===== config.mk =====
export PLATFORM = sky130hd
export DESIGN_NAME = thl_div
export DESIGN_NICKNAME = d
export VERILOG_FILES = /design/src/rtl/timestamped_history_lookup_macros.svh /design/src/rtl/thl_pkg.sv /design/src/rtl/thl_div.sv
export SDC_FILE = /design/constraint.sdc
export NUM_CORES = 1
export LEC_CHECK = 0
export BUFFER_PORTS_ARGS = -buffer_cell sky130_fd_sc_hd__clkbuf_2
export CAP_MARGIN = 20
export CORE_MARGIN = 8
export CORE_UTILIZATION = 60
export DETAILED_ROUTE_END_ITERATION = 10
export GPL_ROUTABILITY_DRIVEN = 1
export PLACE_DENSITY = 0.82
export SLEW_MARGIN = 20
export SYNTH_ARGS = -nofsm -noshare
export SYNTH_HDL_FRONTEND = slang
export SYNTH_SLANG_ARGS = --single-unit

===== constraint.sdc =====
create_clock -name clk -period 7.5 [get_ports clk]
set_clock_uncertainty 0.2 [all_clocks]
set_input_delay 1.5 -clock clk [delete_from_list [all_inputs] [get_ports clk]]
set_output_delay 1.5 -clock clk [all_outputs]
set_load 0.005 [all_outputs]

===== src/rtl/timestamped_history_lookup_macros.svh =====
// Assertion macros for the timestamped history lookup block.
// Expects clk and arst_n in the scope where they are used.
`ifndef TIMESTAMPED_HISTORY_LOOKUP_MACROS_SVH
`define TIMESTAMPED_HISTORY_LOOKUP_MACROS_SVH

// Same-cycle implication, disabled while in reset
`define THL_ASSERT_NOW(lbl, pre, post, msg) \
	lbl: assert property (@(posedge clk) disable iff (!arst_n) (pre) |-> (post)) \
		else $error(msg);

// Next-cycle implication, disabled while in reset
`define THL_ASSERT_NEXT(lbl, pre, post, msg) \
	lbl: assert property (@(posedge clk) disable iff (!arst_n) (pre) |=> (post)) \
		else $error(msg);

`endif


===== src/rtl/thl_pkg.sv =====
// Shared types and constants for the timestamped history lookup block.
// No dependencies.
`default_nettype none
package thl_pkg;

	localparam int DEPTH_DEF       = 64;
	localparam int PARENT_BITS_DEF = 16;
	localparam int STAMP_W         = 63;
	localparam int DATA_W          = 64;
	localparam int PARENT_W        = 16;
	localparam int RATIO_W         = 16;
	localparam int COUNT_W         = 7;
	localparam logic [STAMP_W-1:0] MAX_AGE_RST = 63'd10000000000;

	// action codes
	typedef enum logic [1:0] {
		ACT_INSERT = 2'd0,
		ACT_LOOKUP = 2'd1,
		ACT_CLEAR  = 2'd2,
		ACT_NONE   = 2'd3
	} action_t;

	// result status codes
	typedef enum logic [2:0] {
		STS_OK       = 3'd0,
		STS_TOO_OLD  = 3'd1,
		STS_REPEAT   = 3'd2,
		STS_EMPTY    = 3'd3,
		STS_SINGLE   = 3'd4,
		STS_FUTURE   = 3'd5,
		STS_PAST     = 3'd6,
		STS_OVERFLOW = 3'd7
	} status_t;

endpackage
`default_nettype wire


===== src/rtl/thl_div.sv =====
// Bit-serial restoring divider for the Q0.16 interpolation ratio.
// Depends on thl_pkg.
`default_nettype none
module thl_div (
	input  wire logic                         clk,
	input  wire logic                         arst_n,
	input  wire logic                         start,
	input  wire logic [thl_pkg::STAMP_W-1:0]  num,
	input  wire logic [thl_pkg::STAMP_W-1:0]  den,
	output logic                              done,
	output logic [thl_pkg::RATIO_W-1:0]       quot
);
	localparam int NW = thl_pkg::STAMP_W + 1;
	localparam int CW = $clog2(thl_pkg::RATIO_W + 1);

	logic [NW-1:0]                rem_q;
	logic [NW-1:0]                den_q;
	logic [thl_pkg::RATIO_W-1:0]  quot_q;
	logic [CW-1:0]                cnt_q;
	logic                         run_q;
	logic                         done_q;
	logic [NW-1:0]                rem_sh;
	logic                         fits;

	// one quotient bit per cycle
	assign rem_sh = {rem_q[NW-2:0], 1'b0};
	assign fits   = rem_sh >= den_q;

	always_ff @(posedge clk or negedge arst_n) begin
		if (!arst_n) begin
			run_q  <= 1'b0;
			done_q <= 1'b0;
			cnt_q  <= '0;
		end else begin
			// done pulses at once when the ratio is zero, else after the last bit
			done_q <= start ? ((num >= den) || (den == '0))
				: (run_q && (cnt_q == CW'(thl_pkg::RATIO_W - 1)));
			if (start) begin
				// fraction must be below one, otherwise ratio is zero
				run_q <= !((num >= den) || (den == '0));
				cnt_q <= '0;
			end else if (run_q) begin
				cnt_q <= cnt_q + 1'b1;
				if (cnt_q == CW'(thl_pkg::RATIO_W - 1)) begin
					run_q <= 1'b0;
				end
			end
		end
	end

	// datapath
	always_ff @(posedge clk) begin
		if (start) begin
			rem_q  <= {1'b0, num};
			den_q  <= {1'b0, den};
			quot_q <= '0;
		end else if (run_q) begin
			rem_q  <= fits ? (rem_sh - den_q) : rem_sh;
			quot_q <= {quot_q[thl_pkg::RATIO_W-2:0], fits};
		end
	end

	assign done = done_q;
	assign quot = quot_q;
endmodule
`default_nettype wire


==> results of run 1 <==
-- worst max path at each step --
stage,endpoint,depth (start not counted)
after global routing,rem_q[49]$_DFFE_PP_,11
after detailed placement,run_q$_DFF_PN0_,9
after CTS,rem_q[49]$_DFFE_PP_,11
final,rem_q[50]$_DFFE_PP_,11
after floorplan,run_q$_DFF_PN0_,8
after global placement,run_q$_DFF_PN0_,9
-- per-layer routing --
layer  vias to the layer above  track usage, %  part of all wire [%]
met3                        70            6.28                   8.5
li1                       5018               -                     -
met5                         -               0                     0
met1                      4977            35.2                    42
met2                       462            44.6                    46
met4                         0            10.6                   3.3
-- state kept, by name, summed over array words and instances (netlist names) --
register,cells
den_q,63
rem_q,63
quot,16
cnt_q,5
done,1
run_q,1
-- power breakdown --
part | internal, mW | switching [mW] | total (mW)
combinational | 1.10 | 1.59 | 2.70
clock | 0.473 | 0.405 | 0.878
sequential | 1.18 | 0.139 | 1.32
total | 2.76 | 2.14 | 4.89
-- cell usage in the layout, fill, tap and decap left out, types with 25 or more instances in the layout --
master    count
edfxtp_1    126
inv_1       146
o21a_1       25
a21oi_1     104
clkbuf_2    144
nand4_1      41
xnor2_1      33
mux2_2       30
nand2_1     110
nor3_1       26
o21ai_0      77
a21o_1       65
nor2_1       74
ha_1        128
-- cells by family (layout without fill, tap and decap cells) --
family / Yosys count / after routing / synth area share [%]
buffers and inverters: 210 / 329 / 6.95
AND/OR/NAND/NOR: 333 / 333 / 13.5
flip-flops: 149 / 149 / 35.9
XOR/XNOR: 54 / 54 / 3.97
multiplexers: 50 / 50 / 4.52
adder cells (fa/ha/maj): 129 / 129 / 13.6
AO/OA/AOI/OAI: 386 / 386 / 21.5
-- cell type report --
class / count / area [µm²]
clock buffer: 17 / 425
clock inverter: 15 / 163
fill: 1561 / 6130
inverter: 147 / 552
multi-input combinational: 952 / 6820
sequential: 149 / 4280
tap: 265 / 332
timing repair buffer: 150 / 766
-- metrics by stage --
step	util [%]	cell area, µm²	hold slack (ns)
floorplan	-	11900	0.285
global placement	65.5	12700	0.275
detailed placement	65.5	12700	0.291
CTS	68.5	13300	0.309
global route	68.5	13300	0.329
finish	68.5	13300	0.306
-- worst min-delay path, cell delays in order, from the launching register on --
cell     delay (ns)
dfxtp_1        0.33
mux2i_1        0.07
nor2_1         0.07
==> impl_metrics.csv, run 1 <==
group,metric,value,unit
worst_setup_path,cpMostUsedCell,"a21o_1",
global_routing,grt_max_degree,69,
synthesis,synthArstFlopShare,4.70,%
worst_setup_path,worstSetupPathType,"flop to flop",
synthesis,synth_area,11900,µm²
drt,drt_iter0_markers,883,
placed_design,place_ws,3.14,ns
floorplan,die_y,157,µm
power,finalPower,4.89,mW
worst_setup_path,path_cells,"fa_1, a21o_1, a211oi_4, o21ai_2, a21o_1, a2111oi_1, o21bai_1, a21oi_4, buf_4, nor2_1, a221o_1",
drt,drc,0,
worst_setup_path,worstPathArrival,4.32,ns
drt,drt_wl_total,33700,µm
drt,wl_per_cell,19.9,µm
synthesis,synth_warnings,0,
clock_tree,clock_latency,0.44,ns
finish,final_cells,1695,
clock_tree,htreeDepth,4,
synthesis,synth_edf_count,126,
synthesis,synthDistinctLibCells,81,
power,peakVddDrop,0.189,mV
global_routing,track_usage,27.5,%
clock_tree,cts.path.max_buffers,2,
floorplan,dieArea,24600,µm²
placed_design,numPortBuffers,145,
synthesis,synth.avg_cell_area,9.09,µm²
timing,slew_headroom,44.9,%
worst_setup_path,cp-start-kind,"flop",
min_path,holdPathStages,2,
synthesis,synthCells,1311,
min_path,hp-class,"flop to flop",
global_routing,grt_pass1_wl,53500,µm
floorplan,core_area,19500,µm²
synthesis,ys_top_cells_by_area,"edfxtp_1 (32%), ha_1 (13%), inv_1 (4.6%), a21oi_1 (4.4%), a21o_1 (4.1%)",
worst_setup_path,regToRegSetupSlack,3.17,ns
global_routing,grt_pass1_vias,10500,
worst_setup_path,setup.worst_path.end_class,"flop",
global_routing,antenna_found_initial,0,
min_path,hold_start,"quot[15]$_SDFFE_PP0P_",
job,drv_cap,0,
synthesis,netlist_top_cells_count,"inv_1 (147), ha_1 (128), edfxtp_1 (126)",
finish,diodes,0,
clock_tree,cts_resized,0,
synthesis,ys_seq_area_share,35.9,%
synthesis,synth_fp_nets,1569,
power,p_leak,6.19,nW
worst_setup_path,r2r-start,"rem_q[0]$_DFFE_PP_",
synthesis,synth_top_area_share,31.8,%
floorplan,rows,51,
drt,vias_per_cell,6.21,
drt,dr.pass1.iters,5,
run_status,outcome,"complete, no violations",
timing,setup_ws,3.17,ns
timing,timing.final.setup_violations,0,
clock_tree,cts_buffers,17,
timing,finalSetupTns,0,ns
worst_setup_path,r2r-end,"rem_q[50]$_DFFE_PP_",
min_path,min_to,"quot[15]$_SDFFE_PP0P_",
placed_design,hpwl,26000,µm
power,powerDensity,367,nW/µm²
worst_setup_path,worstPathRequired,7.49,ns
timing,post-route-period-util,57.7,%
worst_setup_path,worstPathMaxFanout,41,
placed_design,place_congestion,1.03,
drt,vias,10500,
clock_tree,cts_root_buf,"clkbuf_16",
clock_tree,cts_tree,"built",
finish,fin_nets,1675,
clock_tree,hold_buffers,0,
worst_setup_path,crit_buf_inv,1,
synthesis,synth_seq_cells,149,
floorplan,io_pins,146,
global_routing,gr-total-overflow,0,
worst_setup_path,slowest_delay,0.49,ns
timing,min_period,4.33,ns
worst_setup_path,rr_worst_depth,11,
timing,rsz0062_at_grt,"no",
floorplan,initial_utilization,61.2,%
finish,synthToLayoutAreaGrowth,11.9,%
clock_tree,clk_pin_slew,0.07,ns
clock_tree,postCtsSetupRepairBufs,0,
synthesis,yosys.area.top_type,"edfxtp_1",
timing,tightest_slew,0.826,ns
timing,drv_slew,0,
timing,fmax,0.231,GHz
clock_tree,clock-sinks,149,
timing,hold_viol,0,
worst_setup_path,cp-startpoint,"rem_q[0]$_DFFE_PP_",
placed_design,dp.cells,1663,
worst_setup_path,critPathTopFamily,"compound AO/OA/AOI/OAI gates",
synthesis,yosysMostFrequentCell,"inv_1",
finish,final_layout_size_suffix_gt1_share,16.4,%
synthesis,synthFlopType,"edfxtp_1",
worst_setup_path,crit_slowest_cell,"fa_1",
floorplan,die_w,157,µm
drt,ant_nets,0,
No activity file was read; power rests on OpenSTA's default activity.
==> run 2, diff against run 1 <==
--- a/config.mk
+++ b/config.mk
@@ -8,10 +8,10 @@
 export BUFFER_PORTS_ARGS = -buffer_cell sky130_fd_sc_hd__clkbuf_2
 export CAP_MARGIN = 20
 export CORE_MARGIN = 8
-export CORE_UTILIZATION = 60
+export CORE_UTILIZATION = 54
 export DETAILED_ROUTE_END_ITERATION = 10
 export GPL_ROUTABILITY_DRIVEN = 1
-export PLACE_DENSITY = 0.82
+export PLACE_DENSITY = 0.78
 export SLEW_MARGIN = 20
 export SYNTH_ARGS = -nofsm -noshare
 export SYNTH_HDL_FRONTEND = slang
==> constraint.sdc (replaced) <==
create_clock -name clk -period 3.95 [get_ports clk]
set_clock_uncertainty 0.2 [all_clocks]
set_input_delay 0.79 -clock clk [delete_from_list [all_inputs] [get_ports clk]]
set_output_delay 0.79 -clock clk [all_outputs]
set_load 0.005 [all_outputs]
==> impl_metrics.csv, run 2 (synthesis results as in run 1) <==
group,metric,value,unit
run_status,outcome,"complete, no violations",
finish,multi_input_area,6830,µm²
worst_setup_path,r2r-start,"rem_q[0]$_DFFE_PP_",
floorplan,io_pins,146,
floorplan,die_w,165,µm
job,drv_cap,0,
min_path,hold_start,"quot[0]$_SDFFE_PP0P_",
clock_tree,cts_buffers,17,
worst_setup_path,worstPathArrival,3.78,ns
placed_design,dp.cells,1696,
finish,seqCellArea,4280,µm²
worst_setup_path,setup.worst_path.end_class,"flop",
global_routing,track_usage,25.5,%
clock_tree,cts_tree,"built",
drt,vias,10500,
finish,fin_nets,1695,
finish,final_cells,1731,
finish,final_layout_size_suffix_gt1_share,17.3,%
timing,fmax,0.264,GHz
timing,slew_headroom,47.8,%
worst_setup_path,worstPathMaxFanout,4,
finish,fin_util,62.3,%
timing,finalSetupTns,0,ns
worst_setup_path,crit_slowest_cell,"fa_1",
drt,drt_iter0_markers,834,
power,p_seq_share,26.3,%
placed_design,numPortBuffers,145,
worst_setup_path,cpMostUsedCell,"a221o_1",
clock_tree,cts.path.max_buffers,2,
placed_design,place_ws,0.147,ns
global_routing,grt_max_degree,66,
clock_tree,htreeDepth,4,
power,powerDensity,694,nW/µm²
timing,timing.final.setup_violations,0,
drt,vias_per_cell,6.08,
global_routing,grt_pass1_wl,54900,µm
floorplan,core_area,21800,µm²
worst_setup_path,cp-startpoint,"rem_q[0]$_DFFE_PP_",
timing,hold_viol,0,
clock_tree,clock_latency,0.44,ns
drt,dr.pass1.iters,5,
power,p_int,5.37,mW
worst_setup_path,slowest_delay,0.48,ns
timing,rsz0062_at_grt,"no",
worst_setup_path,path_cells,"fa_1, a21o_1, a211oi_4, buf_4, o31ai_1, a221o_1, a31oi_4, o31ai_4, a21boi_1, o21ai_0, xor2_1, a221o_1",
power,pwr-share-comb,56.7,%
timing,setup_ws,0.161,ns
global_routing,antenna_found_initial,1,
global_routing,gr-total-overflow,0,
floorplan,dieArea,27100,µm²
drt,wl_per_cell,19.7,µm
worst_setup_path,crit_buf_inv,1,
power,p_switching,4.04,mW
finish,synthToLayoutAreaGrowth,13.8,%
worst_setup_path,worstSetupPathType,"flop to flop",
drt,drc,0,
power,p_leak,6.29,nW
worst_setup_path,worstPathRequired,3.94,ns
power,clkPwrFrac,16.9,%
placed_design,hpwl,26800,µm
worst_setup_path,critPathTopFamily,"compound AO/OA/AOI/OAI gates",
worst_setup_path,cp-start-kind,"flop",
clock_tree,clock-sinks,149,
placed_design,place_congestion,0.939,
timing,tightest_slew,0.775,ns
power,peakVddDrop,0.382,mV
clock_tree,clk_pin_slew,0.07,ns
timing,min_period,3.79,ns
floorplan,rows,54,
floorplan,initial_utilization,54.8,%
floorplan,die_y,165,µm
drt,drt_wl_total,34000,µm
finish,final_cell_mix,"inv_1 (146), clkbuf_2 (144), ha_1 (128)",
timing,drv_slew,0,
timing,post-route-period-util,95.9,%
finish,fillers,1801,
clock_tree,cts_root_buf,"clkbuf_16",
min_path,hp-class,"flop to flop",
global_routing,grt_pass1_vias,10600,
drt,ant_nets,0,
finish,final_common_cell,"inv_1",
power,switching_share,42.9,%
run 2: cell count changes in the layout (fill, tap and decap cells not counted), moves of 4 or more:
| cell | before | now |
|---|---|---|
| buf_4 | 6 | 19 |
| buf_12 | 0 | 6 |
| clkinvlp_4 | 1 | 5 |
| inv_8 | 4 | 0 |
run 2: stage by stage:
stage               hold WS (ns)  instance area (µm²)  power (mW)
finish                     0.305                13600        9.42
global route               0.351                13600        10.1
CTS                        0.305                13500        9.30
detailed placement         0.294                13000        7.67
global placement           0.276                13000        7.58
floorplan                  0.285                11900        6.38
run 2: final timing paths:
| path | endpoint | slack [ns] | cells past startpoint |
|---|---|---|---|
| min | quot[0]$_SDFFE_PP0P_ | 0.31 | 2 |
| max | rem_q[50]$_DFFE_PP_ | 0.16 | 12 |
| max in group asynchronous | run_q$_DFF_PN0_ | 2.87 | 2 |
| min reg2reg | quot[0]$_SDFFE_PP0P_ | 0.31 | 2 |
| min in group asynchronous | cnt_q[1]$_DFFE_PN0P_ | 0.51 | 2 |
| max reg2reg | rem_q[50]$_DFFE_PP_ | 0.16 | 12 |
run 2: power by group through the flow:
stage / combinational (mW) / clock [mW] / sequential [mW]
3_5_place_dp: 5.18 / 0 / 2.49
3_3_place_gp: 5.10 / 0 / 2.48
6_report: 5.34 / 1.59 / 2.48
4_1_cts: 5.23 / 1.60 / 2.47
5_1_grt: 5.89 / 1.65 / 2.52
2_1_floorplan: 3.96 / 0 / 2.42
run 2: layout make-up:
class | count | share of cell area, %
multi-input combinational | 952 | 50.3
antenna | 1 | 0.0184
tap | 280 | 2.58
timing repair buffer | 170 | 7.32
clock inverter | 14 | 0.950
sequential | 149 | 31.5
inverter | 147 | 4.07
clock buffer | 18 | 3.16
run 2: repair_timing:
| item | CTS | global route |
|---|---|---|
| resized for setup | 0 | 2 |
| setup endpoints to repair | 0 | 9 |
| setup buffers | 0 | 1 |
| hold endpoints to repair | 7 | 0 |
| hold buffers | 1 | 0 |
run 2: routing by layer:
| metal | routed length [µm] | track usage, % | part of all wire (%) |
|---|---|---|---|
| met5 | 0 | 0 | 0 |
| met4 | 1300 | 11.0 | 3.8 |
| met3 | 2810 | 5.81 | 8.2 |
| met2 | 15700 | 41.7 | 46 |
| met1 | 14300 | 31.8 | 42 |
run 2: worst min-delay path: cells and delay by family, from the launching register on:
kind / cells / cell delay [ns]
simple gates: 1 / 0.08
flops: 1 / 0.32
compound gates: 1 / 0.05
